## src/sv/pu_pkg.sv

```systemverilog
`default_nettype none

package pu_pkg;

    localparam int TOTAL_W = 7;
    localparam int RANK_W  = 21;
    localparam int PART_W  = 7;
    localparam int CNT_W   = 21;
    localparam int UPC_W   = 4;

    typedef logic [TOTAL_W-1:0] t_total;
    typedef logic [RANK_W-1:0]  t_rank;
    typedef logic [PART_W-1:0]  t_part;
    typedef logic [CNT_W-1:0]   t_cnt;
    typedef logic [UPC_W-1:0]   t_upc;

    typedef enum logic [1:0] {
        ST_OK    = 2'd0,
        ST_EMPTY = 2'd1,
        ST_RANGE = 2'd2
    } t_status;

    typedef struct packed {
        t_total total;
        t_rank  rank;
    } t_req;

    typedef struct packed {
        t_part   part;
        logic    last;
        t_status status;
    } t_res;

    // datapath action of one control word
    typedef enum logic [3:0] {
        OP_NOP,
        OP_FILL_INIT,
        OP_FILL_RD,
        OP_FILL_WR,
        OP_ROW_NEXT,
        OP_IDLE,
        OP_CHK_RD,
        OP_WALK_RD,
        OP_WALK_STEP,
        OP_EMIT_ERR,
        OP_EMIT_ZERO
    } t_op;

    // jump condition: taken -> target, else fall through to pc + 1
    typedef enum logic [3:0] {
        C_NEXT,
        C_ALWAYS,
        C_COL_MORE,
        C_ROW_MORE,
        C_NO_START,
        C_BIG,
        C_ZERO,
        C_RANK_OK,
        C_WALK_MORE
    } t_cond;

    typedef struct packed {
        t_op   op;
        t_cond cond;
        t_upc  target;
    } t_uop;

    typedef struct packed {
        logic col_more;
        logic row_more;
        logic big;
        logic zero;
        logic rank_ok;
        logic walk_more;
    } t_flags;

    // microprogram addresses
    localparam t_upc UA_FILL_INIT = 4'd0;
    localparam t_upc UA_FILL_RD   = 4'd1;
    localparam t_upc UA_FILL_WR   = 4'd2;
    localparam t_upc UA_ROW_NEXT  = 4'd3;
    localparam t_upc UA_FILL_DONE = 4'd4;
    localparam t_upc UA_WALK_RD   = 4'd5;
    localparam t_upc UA_WALK_STEP = 4'd6;
    localparam t_upc UA_IDLE      = 4'd7;
    localparam t_upc UA_CHK_RD    = 4'd8;
    localparam t_upc UA_CHK_ZERO  = 4'd9;
    localparam t_upc UA_CHK_RANK  = 4'd10;
    localparam t_upc UA_ERR       = 4'd11;
    localparam t_upc UA_EMPTY     = 4'd12;

    function automatic t_uop ucode(input t_upc pc);
        t_uop w;
        unique case (pc)
            UA_FILL_INIT: w = '{op: OP_FILL_INIT, cond: C_NEXT,      target: UA_FILL_INIT};
            UA_FILL_RD:   w = '{op: OP_FILL_RD,   cond: C_NEXT,      target: UA_FILL_RD};
            UA_FILL_WR:   w = '{op: OP_FILL_WR,   cond: C_COL_MORE,  target: UA_FILL_RD};
            UA_ROW_NEXT:  w = '{op: OP_ROW_NEXT,  cond: C_ROW_MORE,  target: UA_FILL_RD};
            UA_FILL_DONE: w = '{op: OP_NOP,       cond: C_ALWAYS,    target: UA_IDLE};
            UA_WALK_RD:   w = '{op: OP_WALK_RD,   cond: C_NEXT,      target: UA_WALK_RD};
            UA_WALK_STEP: w = '{op: OP_WALK_STEP, cond: C_WALK_MORE, target: UA_WALK_RD};
            UA_IDLE:      w = '{op: OP_IDLE,      cond: C_NO_START,  target: UA_IDLE};
            UA_CHK_RD:    w = '{op: OP_CHK_RD,    cond: C_BIG,       target: UA_ERR};
            UA_CHK_ZERO:  w = '{op: OP_NOP,       cond: C_ZERO,      target: UA_EMPTY};
            UA_CHK_RANK:  w = '{op: OP_NOP,       cond: C_RANK_OK,   target: UA_WALK_RD};
            UA_ERR:       w = '{op: OP_EMIT_ERR,  cond: C_ALWAYS,    target: UA_IDLE};
            UA_EMPTY:     w = '{op: OP_EMIT_ZERO, cond: C_ALWAYS,    target: UA_IDLE};
            default:      w = '{op: OP_NOP,       cond: C_ALWAYS,    target: UA_IDLE};
        endcase
        return w;
    endfunction

endpackage

`default_nettype wire

```

## src/sv/pu_sequencer.sv

```systemverilog
`default_nettype none

module pu_sequencer (
    input  wire logic           i_clk,
    input  wire logic           i_rst_n,
    input  wire logic           i_start,
    input  wire pu_pkg::t_flags i_flags,
    output pu_pkg::t_uop        o_uop,
    output logic                o_busy
);
    import pu_pkg::*;

    t_upc r_pc;
    t_upc n_pc;
    t_uop uop;
    logic take;

    always_comb begin
        uop = ucode(r_pc);
        unique case (uop.cond)
            C_NEXT:      take = 1'b0;
            C_ALWAYS:    take = 1'b1;
            C_COL_MORE:  take = i_flags.col_more;
            C_ROW_MORE:  take = i_flags.row_more;
            C_NO_START:  take = !i_start;
            C_BIG:       take = i_flags.big;
            C_ZERO:      take = i_flags.zero;
            C_RANK_OK:   take = i_flags.rank_ok;
            C_WALK_MORE: take = i_flags.walk_more;
            default:     take = 1'b1;
        endcase
        n_pc = take ? uop.target : r_pc + t_upc'(1);
    end

    always_ff @(posedge i_clk) begin
        if (!i_rst_n) begin
            r_pc <= UA_FILL_INIT;
        end else begin
            r_pc <= n_pc;
        end
    end

    assign o_uop  = uop;
    assign o_busy = (r_pc != UA_IDLE);

endmodule

`default_nettype wire

```

## config.mk

```make
export PLATFORM = sky130hd
export DESIGN_NAME = pu_sequencer
export DESIGN_NICKNAME = d
export VERILOG_FILES = /design/src/sv/pu_pkg.sv /design/src/sv/pu_sequencer.sv
export SDC_FILE = /design/constraint.sdc
export NUM_CORES = 1
export LEC_CHECK = 0
export ABC_AREA = 1
export BUFFER_PORTS_ARGS = -buffer_cell sky130_fd_sc_hd__buf_2
export CAP_MARGIN = 30
export CORE_MARGIN = 2
export CORE_UTILIZATION = 50
export CTS_BUF_LIST = sky130_fd_sc_hd__clkbuf_16
export CTS_CLUSTER_SIZE = 25
export DETAILED_ROUTE_END_ITERATION = 10
export GPL_ROUTABILITY_DRIVEN = 0
export PLACE_DENSITY = 0.81
export SLEW_MARGIN = 20
export SYNTH_ARGS = -nofsm -noshare
export SYNTH_HDL_FRONTEND = slang
export SYNTH_SLANG_ARGS = --single-unit
```

## constraint.sdc

```tcl
create_clock -name i_clk -period 2.7 [get_ports i_clk]
set_input_delay 0.135 -clock i_clk [delete_from_list [all_inputs] [get_ports i_clk]]
set_output_delay 0.135 -clock i_clk [all_outputs]
set_load 0.05 [all_outputs]
```

Word-level counts from Yosys, hierarchy flattened
Memory sizes are Yosys's and may differ from the RTL's. A register that Yosys moved wholly into a read port is not among the register bits.
Cells that the tools add are included.
{"block": "op_classes", "add_sub_neg": 1, "eq_ne": 8, "muxes": 3, "n_reduce_logical": 2}
{"op": "4-bit by 3-bit == test with 1-bit output (second input constant)", "count": 4}
{"op": "4-bit by 2-bit == test with 1-bit output (second input constant)", "count": 2}
{"op": "4-bit two-way mux", "count": 2}
{"op": "1-bit case mux with 8 select lines", "count": 1}
{"op": "4-bit by 1-bit adder with 4-bit output (second input constant)", "count": 1}
{"op": "4-bit == test (second input constant)", "count": 1}
{"op": "4-bit logical NOT", "count": 1}
{"op": "4-bit by 3-bit != test with 1-bit output (second input constant)", "count": 1}
{"op": "1-bit logical NOT", "count": 1}
{"block": "totals", "reg_bits": 4, "rom_bits": 192, "word_cells": 16, "mem_count": 1}
{"memory": "(name not given)", "words": 16, "width": 12, "read_ports": 1, "rd_ports_with_merged_regs": 1, "wr": 0, "line_no": "pu_pkg.sv:94", "text": "unique case (pc)"}

Logic depth before layout (Yosys ltp)
Gate-level depths: netlist of the first run.
{"block": "logic_depth", "ltp_word": 4, "mapped_depth": 14, "ltp_nobuf": 14}

Worst setup path before layout of the first run
Ideal clock, no wire load.
{"block": "synth_path", "kind": "reg2reg", "from": "register o_uop[5] (netlist name)", "to": "register o_uop[11] (netlist name)", "arrival_time_ns": 2.012, "slack_ns": 0.574, "path_stages_with_launch": 13, "n_path_buf": 0, "synth_period_minus_slack_ns": 2.126, "path_cell_list": "dfxtp_1 -> inv_1 -> a21oi_2 -> nor2_2 -> nor2_8 -> nand2_4 -> o211ai_2 -> inv_1 -> ha_1 -> nand2_4 -> nand2_1 -> nand2_1 -> nand2_1"}
{"block": "synth_between", "elab_chain_len": 4, "elab_cells_between_ends": 11, "classes_between": "eq/ne: 7; mux: 3; reduce/logical: 1"}
{"item": "4-bit == test, or another cell as far along", "line_no": "pu_sequencer.sv:20", "text": "unique case (uop.cond)"}
{"item": "1-bit case mux with 8 select lines *", "line_no": "pu_sequencer.sv:20"}
{"item": "4-bit two-way mux *", "line_no": "pu_sequencer.sv:32", "text": "n_pc = take ? uop.target : r_pc + t_upc'(1);"}
{"item": "4-bit two-way mux (no line) *"}
Mark *: on every way between the ends. The rest lies on a longest branch, timed or not.
A chain may end at the register's enable or synchronous reset.

Worst setup path after layout of the first run
{"block": "layout_path", "from": "register o_uop[6] (netlist name)", "to": "register o_uop[4] (netlist name)"}
{"block": "layout_between", "elab_chain_len": 4, "elab_cells_between_ends": 11, "classes_between": "eq/ne: 7; mux: 3; reduce/logical: 1"}
{"item": "4-bit == test, or another cell as far along", "line_no": "pu_sequencer.sv:20"}
{"item": "1-bit case mux with 8 select lines *", "line_no": "pu_sequencer.sv:20"}
{"item": "4-bit two-way mux *", "line_no": "pu_sequencer.sv:32"}
{"item": "4-bit two-way mux (no line) *"}
Marked as above.

==> results of run 1 <==
power by group through the flow:
| stage | combinational [mW] | sequential, mW | clock [mW] |
|---|---|---|---|
| finish | 0.984 | 0.406 | 0.289 |
| global route | 1.08 | 0.415 | 0.301 |
| CTS | 0.987 | 0.406 | 0.289 |
| detailed placement | 0.971 | 0.409 | 0 |
| global placement | 0.943 | 0.402 | 0 |
| floorplan | 0.575 | 0.633 | 0 |
flip-flops by register name, indices dropped and copies added (netlist names):
| register | flops |
|---|---|
| o_uop | 12 |
| r_pc | 4 |
tightest hold or removal path, delay by kind of cell:
family | cells | cell delay [ns]
AOI/OAI and AO/OA | 1 | 0.15
buffers and inverters | 2 | 0.21
worst max path at each step:
stage                endpoint  slack, ns  cells past startpoint
CTS                  o_uop[4]       0.72                     14
global placement    o_uop[11]       0.85                     12
finish               o_uop[4]       0.74                     14
global route         o_uop[4]       0.54                     14
floorplan           o_uop[11]       0.57                     12
detailed placement   o_uop[4]       0.76                     12
logic make-up (layout without fill, tap and decap cells):
logic type,count (synthesis),after routing,share of synthesized area
flip-flops,16,16,0.351
adder cells (fa/ha/maj),7,7,0.0959
AO/OA/AOI/OAI,7,7,0.0548
XOR/XNOR,2,2,0.0192
AND/OR/NAND/NOR,68,68,0.369
buffers and inverters,24,47,0.111
cells in the final DEF, fill, tap and decap left out, drive strengths merged:
cell type | Yosys | routed
nand3 | 18 | 18
buf | 2 | 21
inv | 22 | 22
o21ai | 4 | 4
xnor2 | 1 | 1
nand3b | 2 | 2
ha | 7 | 7
clkinv | 0 | 1
a21oi | 2 | 2
dfxtp | 16 | 16
nand2 | 43 | 43
clkbuf | 0 | 3
nor2 | 5 | 5
o211ai | 1 | 1
xor2 | 1 | 1
layout make-up:
cell class / instances / area, µm²
clock inverter: 1 / 3.75
tap: 25 / 31.3
clock buffer: 3 / 75.1
timing repair buffer: 21 / 105
fill: 149 / 617
multi-input combinational: 84 / 492
inverter: 22 / 82.6
sequential: 16 / 320
layer usage:
| metal | routed length [µm] | global-route usage | up-vias |
|---|---|---|---|
| met2 | 1030 | 0.367 | 35 |
| met5 | 0 | 0 | - |
| li1 | - | - | 427 |
| met1 | 776 | 0.202 | 390 |
| met4 | 61 | 0.106 | 0 |
| met3 | 111 | 0.0346 | 7 |
==> metrics.yaml, run 1 <==
status: "complete, no violations"
dp_slack_ns: 0.757
rr_worst_depth: 14
min_path_type: "in -> reg"
timing.rr.end: "o_uop[4]"
async_flop_share: 0
finalInstanceArea_um2: 1110
setup_slack_ns: 0.739
p_sw_mw: 0.860
area_delta_synth_final_pct: 21.5
die_area_um2: 2180
rows: 15
intPower_mw: 0.819
post_dp_cell_area_um2: 1030
setup_viol: 0
hold_ws_ns: 0.308
worstHoldPathCells: 3
dieHeight_um: 46.7
wl_per_cell_um: 11.5
track_usage: 0.194
cts_hold_buf: 0
ff2ff_setup_slack_ns: 0.74
swShare: 0.512
critPathTopFamily: "simple AND/OR/NAND/NOR gates"
htreeDepth: 1
slew_headroom: 0.785
grt_antenna_before_repair: 0
clockBufferDepth: 2
cts_root_buffer: "clkbuf_16"
grt_pass1_vias: 744
p_seq_frac: 0.242
cp.arrival_ns: 2.10
p_leak_nw: 0.631
slowest_delay_ns: 0.40
synth.distinct_cells: 20
cts_setup_buffers: 0
power_density_nw_per_um2: 1510
min-delay-start: "i_rst_n"
synth_cells: 124
crit_start: "o_uop[6]"
path_clk_slew_ns: 0.05
synth_top_area_frac: 0.351
insertion_delay_ns: 0.25
cts.repair.resized: 0
die_w_um: 46.7
path_buf_inv: 2
cp_common_cell: "nand2_1"
ys_top_cells_by_area: "dfxtp_1 (35%), nand2_1 (16%), ha_1 (9.6%), nand3_1 (8.8%), inv_1 (7.4%)"
clock_skew_ns: 0.00469
numCtsBuffers: 3
path_max_fanout: 7
avgSynthCellArea_um2: 7.37
crit_path_top_delay_cell: "dfxtp_1"
drc: 0
synth_edf_count: 0
io-pin-count: 22
initial_core_util: 0.529
drive_gt1_frac: 0.272
yosys-top-cells-count: "nand2_1 (38), inv_1 (18), dfxtp_1 (16), nand3_1 (16), ha_1 (7)"
grt_overflow: 0
firstDrtPassIters: 4
ant_nets: 0
fin_setup_tns_ns: 0
period_needed_ns: 1.96
grt_max_degree: 12
stdcell_count: 172
drv_cap: 0
yosysSeqAreaShare: 0.351
grt_pass1_wl_um: 2990
postRouteWirelength_um: 1980
pwr-share-clk: 0.172
worstReg2RegStart: "o_uop[6]"
max_freq_ghz: 0.510
synth_seq_cells: 16
place_inst: 168
end_kind: "flop"
drt-vias-per-instance: 4.99
worstMarginPinSlew_ns: 0.322
diodes: 0
yosysTopAreaCell: "dfxtp_1"
syn_area_um2: 913
power_frac_comb: 0.586
fin_crit_sh: 0.726
yosysWarnings: 0
slew_violations: 0
num_vias: 859
mappedNetlistNets: 140
synth_most_common_cell: "nand2_1"
cts_tree: "done"
drt_first_iter_violations: 25
worstSetupPathType: "reg -> reg"
peakVddDrop_uv: 751
io_buffers: 21
worst_setup_path_start_kind: "flop"
crit_path_cell_trace: "inv_2 -> nand2_1 -> nand3_1 -> nand2_1 -> nand2_2 -> nand2_4 -> nand2_1 -> nand3_1 -> inv_1 -> ha_1 -> nand2_4 -> nand2_1 -> nand2_1 -> nand2_1"
post-dp-hpwl_um: 1460
hold-path-endpoint: "r_pc[1]"
core-area_um2: 1730
synth_flop_cell: "dfxtp_1"
fin_nets: 164
power.total_mw: 1.68
final_hold_viol_count: 0
crit_required_ns: 2.84
utilization: 0.643
grt_setup_unrepaired: "no"
cts.sinks: 16
Power figures use the tool's default switching activity.
==> run 2: changes to the inputs <==
CORE_UTILIZATION = 46   (was 50)
PLACE_DENSITY = 0.79   (was 0.81)
clock period = 1.6 ns   (was 2.7 ns; I/O delays follow)
==> run 2 against run 1 <==
Effect of this change:
- clock skew up 0.0012 ns
- clock-buffer cell count stayed put
- sequential share of layout area fell by 6.0 points
- global-route usage up 4.2 points
- via count rose by 9.1%
- the flow now finishes with violations (setup timing)
- non-clock buffer count up 18
- critical path depth down 3
==> metrics.yaml, run 2 (synthesis results as in run 1) <==
status: "finished, violations left"
violations: "setup timing"
setup_viol: 10  # +10
period_needed_ns: 1.76  # -0.198 ns
grt_pass1_wl_um: 4260  # +42%
final_common_cell: "nand2_1"
grt_overflow: 0  # unchanged
die_w_um: 48.6  # +3.9%
drv_cap: 0  # unchanged
area_delta_synth_final_pct: 59.3
htreeDepth: 1  # unchanged
clockBufferDepth: 2  # unchanged
grt_setup_unrepaired: "yes"
largest_reg_flops: 12  # unchanged
worstMarginPinSlew_ns: 0.242  # -0.0799 ns
path_max_fanout: 5  # -2
dp_slack_ns: -0.131  # -0.888 ns
clock_skew_ns: 0.00594  # +0.00125 ns
firstDrtPassIters: 4  # unchanged
min_path_type: "in -> reg"
grt_antenna_before_repair: 0  # unchanged
num_vias: 937  # +9.1%
ant_nets: 0  # unchanged
core-area_um2: 1920  # +11%
worstSetupPathType: "reg -> reg"
slowest_delay_ns: 0.38  # -0.02 ns
critPathTopFamily: "simple AND/OR/NAND/NOR gates"
numCtsBuffers: 3  # unchanged
path_buf_inv: 1  # -1
cts_tree: "done"
grt_max_degree: 12  # unchanged
cp_common_cell: "nand2_2"
rows: 16  # +1
track_usage: 0.237  # +0.0422
setup_slack_ns: -0.163  # -0.902 ns
postRouteWirelength_um: 2510  # +27%
crit_required_ns: 1.79  # -1.05 ns
fin_nets: 182  # +11%
multiInputGateArea_um2: 656  # +33%
utilization: 0.757  # +0.114
fin_crit_sh: 1.10  # +0.376
slew_headroom: 0.838  # +0.0531
fillers: 135  # -9.4%
die_area_um2: 2360  # +7.9%
initial_core_util: 0.475  # -0.0537
dieHeight_um: 48.6  # +3.9%
drt-vias-per-instance: 4.88  # -2.3%
max_freq_ghz: 0.567  # +11%
drive_gt1_frac: 0.545  # +0.273
worst_setup_path_start_kind: "flop"
cts_root_buffer: "clkbuf_16"
seq_area_um2: 333  # +3.9%
grt_pass1_vias: 988  # +33%
final_hold_viol_count: 0  # unchanged
slew_violations: 0  # unchanged
path_clk_slew_ns: 0.05  # about the same
cts.sinks: 16  # unchanged
crit_path_cell_trace: "inv_4 -> a21oi_4 -> nor2_4 -> nor2_8 -> nand2_8 -> o211ai_4 -> ha_1 -> nand3_1 -> nand2_2 -> nand2_1 -> nand2_2"
io-pin-count: 22  # unchanged
drt_first_iter_violations: 2  # -92%
crit_path_top_delay_cell: "dfxtp_4"
wl_per_cell_um: 13.1  # +14%
io_buffers: 21  # unchanged
insertion_delay_ns: 0.25  # about the same
layout_common_cells: "nand2_1 (29), buf_2 (21), inv_1 (13), buf_4 (13), dfxtp_1 (12)"
diodes: 0  # unchanged
drc: 0  # unchanged
cp.arrival_ns: 1.96  # -0.14 ns
post-dp-hpwl_um: 1620  # +11%
end_kind: "flop"
-- run 2: cell types whose count changed in the layout (fill, tap and decap cells not counted), moves of 4 or more --
cell,before,now
inv_1,18,13
buf_6,0,5
nand3_1,16,11
dfxtp_1,16,12
nand2_2,3,9
ha_1,7,3
nand2_1,38,29
buf_4,0,13
-- run 2: tightest hold or removal path: cells and delay by family --
kind                   cells  cell delay [ns]
buffers and inverters      1             0.18
and+or+nand+nor            4             0.28
-- run 2: final cells by class --
class                   instances  area share
clock buffers                   3      0.0516
well taps                      27      0.0232
multi-input cells              84       0.451
clock inverters                 1     0.00258
repair buffers                 39       0.178
inverters                      22      0.0653
flip-flops and latches         16       0.229
-- run 2: layer usage --
metal / GRT usage / routed length (µm) / share of wire
met1: 0.237 / 976 / 0.39
met5: 0 / 0 / 0
met3: 0.0617 / 108 / 0.043
met4: 0.143 / 77 / 0.031
met2: 0.435 / 1350 / 0.54
-- run 2: timing repair --
| action | CTS | global route |
|---|---|---|
| buffers inserted | 3 | 3 |
| pin swaps | 4 | 14 |
| hold buffers | 0 | 0 |
| gates cloned | 0 | 0 |
| resized for setup | 18 | 23 |
| setup endpoints to repair | 12 | 13 |
-- run 2: path summary, 6_finish.rpt --
check                              start   endpoint  slack [ns]  cells after the start
worst max-delay path            o_uop[6]   o_uop[4]       -0.16                     11
worst min-delay path             i_rst_n  o_uop[11]        0.34                      5
worst max register to register  o_uop[6]   o_uop[4]       -0.16                     11
worst min register to register  o_uop[2]   o_uop[2]        0.77                      4
-- run 2: stage by stage --
step	area (µm²)	hold slack, ns	cells	TNS (ns)
after CTS	1360	0.320	190	-0.957
after global routing	1460	0.369	192	-2.41
final	1460	0.337	192	-1.16
after global placement	1170	0.495	183	-0.620
after detailed placement	1170	0.506	183	-1.01
after floorplan	956	0.253	124	-0.882
Power of run 2 is not shown: default switching activity piles up to over one toggle a cycle in this logic, so the estimate is an artifact.
==> run 3: changes to the inputs <==
SKIP_LAST_GASP = 1   (was default)
==> run 3 against run 2 <==
Effect of this change:
- clock-buffer cell count unchanged
- sequential share of layout area up 0.86 points
- the run still ends with setup timing left
- hold slack worse by 0.018 ns
==> metrics.yaml, run 3 (synthesis results as in run 1) <==
insertion_delay_ns: 0.25  # about the same
power.total_mw: 3.58
largest_reg_flops: 12  # unchanged
path_max_fanout: 5  # unchanged
drt-vias-per-instance: 4.82  # -1.3%
worstSetupPathType: "reg -> reg"
fillers: 142  # +5.2%
setup_slack_ns: -0.147  # +0.0161 ns
diodes: 0  # unchanged
worstMarginPinSlew_ns: 0.237  # -0.00524 ns
crit_path_cell_trace: "inv_2 -> a21oi_4 -> nor2_4 -> nor2_8 -> nand2_4 -> o211ai_4 -> buf_6 -> buf_6 -> ha_4 -> nand2_1 -> nand2_1 -> nand2_1"
io-pin-count: 22  # unchanged
violations: "setup timing"
globalRouteMet1Util: 0.237  # unchanged
drc: 0  # unchanged
num_vias: 925  # -1.3%
ff2ff_setup_slack_ns: -0.15  # +0.02 ns
grt_pass1_vias: 995  # +0.71%
die_w_um: 48.6  # unchanged
hold_ws_ns: 0.320  # -0.0176 ns
min-delay-start: "i_rst_n"
slowest_delay_ns: 0.37  # about the same
slew_violations: 0  # unchanged
power_density_nw_per_um2: 2550
cts.sinks: 16  # unchanged
cts_hold_buf: 0  # unchanged
path_clk_slew_ns: 0.05  # about the same
critPathTopFamily: "simple AND/OR/NAND/NOR gates"
grt_setup_unrepaired: "yes"
fin_crit_sh: 1.09  # -0.0101
utilization: 0.730  # -0.0273
period_needed_ns: 1.75  # -0.0161 ns
use_met2: 0.447  # +0.0116
postRouteWirelength_um: 2500  # -0.28%
rows: 16  # unchanged
io_buffers: 21  # unchanged
stdcell_count: 192  # unchanged
worst_setup_path_start_kind: "flop"
fin_nets: 182  # unchanged
wl_per_cell_um: 13.0  # -0.28%
die_area_um2: 2360  # unchanged
cp.arrival_ns: 1.88  # -0.08 ns
grt_pass1_wl_um: 4310  # +0.96%
grt_overflow: 0  # unchanged
area_delta_synth_final_pct: 53.6
htreeDepth: 1  # unchanged
drv_cap: 0  # unchanged
clockBufferDepth: 2  # unchanged
initial_core_util: 0.475  # unchanged
ant_nets: 0  # unchanged
grtUsageMet3: 0.0617  # unchanged
cts_tree: "done"
p_seq_frac: 0.201
place_inst: 183  # unchanged
end_kind: "flop"
dieHeight_um: 48.6  # unchanged
firstDrtPassIters: 4  # unchanged
min_path_type: "in -> reg"
p_sw_mw: 1.76
cp_common_cell: "nand2_1"
power_frac_comb: 0.663
layout_common_cells: "nand2_1 (33), buf_2 (21), inv_1 (14)"
post-dp-hpwl_um: 1620  # unchanged
drt_first_iter_violations: 13  # +11
cts_root_buffer: "clkbuf_16"
rr_worst_depth: 12  # +1
clock_skew_ns: 0.00485  # -0.00109 ns
crit_required_ns: 1.74  # -0.05 ns
final_common_cell: "nand2_1"
max_freq_ghz: 0.572  # +0.92%
path_buf_inv: 3  # +2
core-area_um2: 1920  # unchanged
busiest_layer: "met2"
crit_path_top_delay_cell: "dfxtp_4"
worstHoldPathCells: 5  # unchanged
grt_max_degree: 12  # unchanged
timing.rr.end: "o_uop[0]"
status: "finished, violations left"
peakVddDrop_uv: 1830
p_leak_nw: 0.736
worstReg2RegStart: "o_uop[5]"
final_hold_viol_count: 0  # unchanged
setup_viol: 11  # +1
swShare: 0.492
drive_gt1_frac: 0.479  # -0.0667
hold-path-endpoint: "o_uop[11]"
dp_slack_ns: -0.131  # unchanged
numCtsBuffers: 3  # unchanged
intPower_mw: 1.82
track_usage: 0.240  # +0.00329
pwr-share-clk: 0.136
slew_headroom: 0.842  # +0.00351
grt_antenna_before_repair: 0  # unchanged
-- run 3: what timing repair did --
action,CTS,global route
endpoints found under the setup margin,12,13
pin swaps,3,6
resized for setup,16,10
setup buffers,3,2
-- run 3: per-stage QoR --
stage | instance area (µm²) | setup TNS (ns)
3_3_place_gp | 1170 | -0.620
2_1_floorplan | 956 | -0.882
4_1_cts | 1350 | -0.978
5_1_grt | 1400 | -2.62
6_report | 1400 | -1.11
3_5_place_dp | 1170 | -1.01
-- run 3: routing by layer --
metal / share of wire / wire [µm] / vias to the layer above
li1: - / - / 463
met1: 0.38 / 956 / 428
met2: 0.56 / 1390 / 27
met3: 0.038 / 94 / 7
met4: 0.023 / 57 / 0
met5: 0 / 0 / -
-- run 3: worst min-delay path, stage by stage --
cell     delay [ns]
buf_2          0.17
nand3_1        0.12
nand2_2        0.06
nand2_1        0.05
nand2_1        0.04
-- run 3: area by class of cell --
class                           count  area, µm²  area share
Clock buffer                        3       75.1      0.0535
Multi-Input combinational cell     84        606       0.432
Inverter                           22       92.6      0.0660
Clock inverter                      1       3.75     0.00268
Sequential cell                    16        333       0.237
Tap cell                           27       33.8      0.0241
Timing Repair Buffer               39        259       0.185
-- run 3: power by group through the flow --
stage / Clock (mW) / Sequential, mW / Combinational (mW)
after floorplan: 0 / 1.09 / 1.03
after global placement: 0 / 0.702 / 1.90
after detailed placement: 0 / 0.718 / 1.94
after CTS: 0.492 / 0.715 / 2.20
after global routing: 0.513 / 0.736 / 2.60
final: 0.489 / 0.719 / 2.37
-- run 3: worst max path at each step --
| stage | from | endpoint | slack (ns) | cells after the start |
|---|---|---|---|---|
| floorplan | o_uop[6] | o_uop[1] | -0.15 | 11 |
| global placement | o_uop[6] | o_uop[4] | -0.09 | 14 |
| detailed placement | o_uop[6] | o_uop[1] | -0.13 | 12 |
| CTS | o_uop[6] | o_uop[1] | -0.13 | 13 |
| global route | o_uop[5] | o_uop[0] | -0.27 | 12 |
| finish | o_uop[5] | o_uop[0] | -0.15 | 12 |
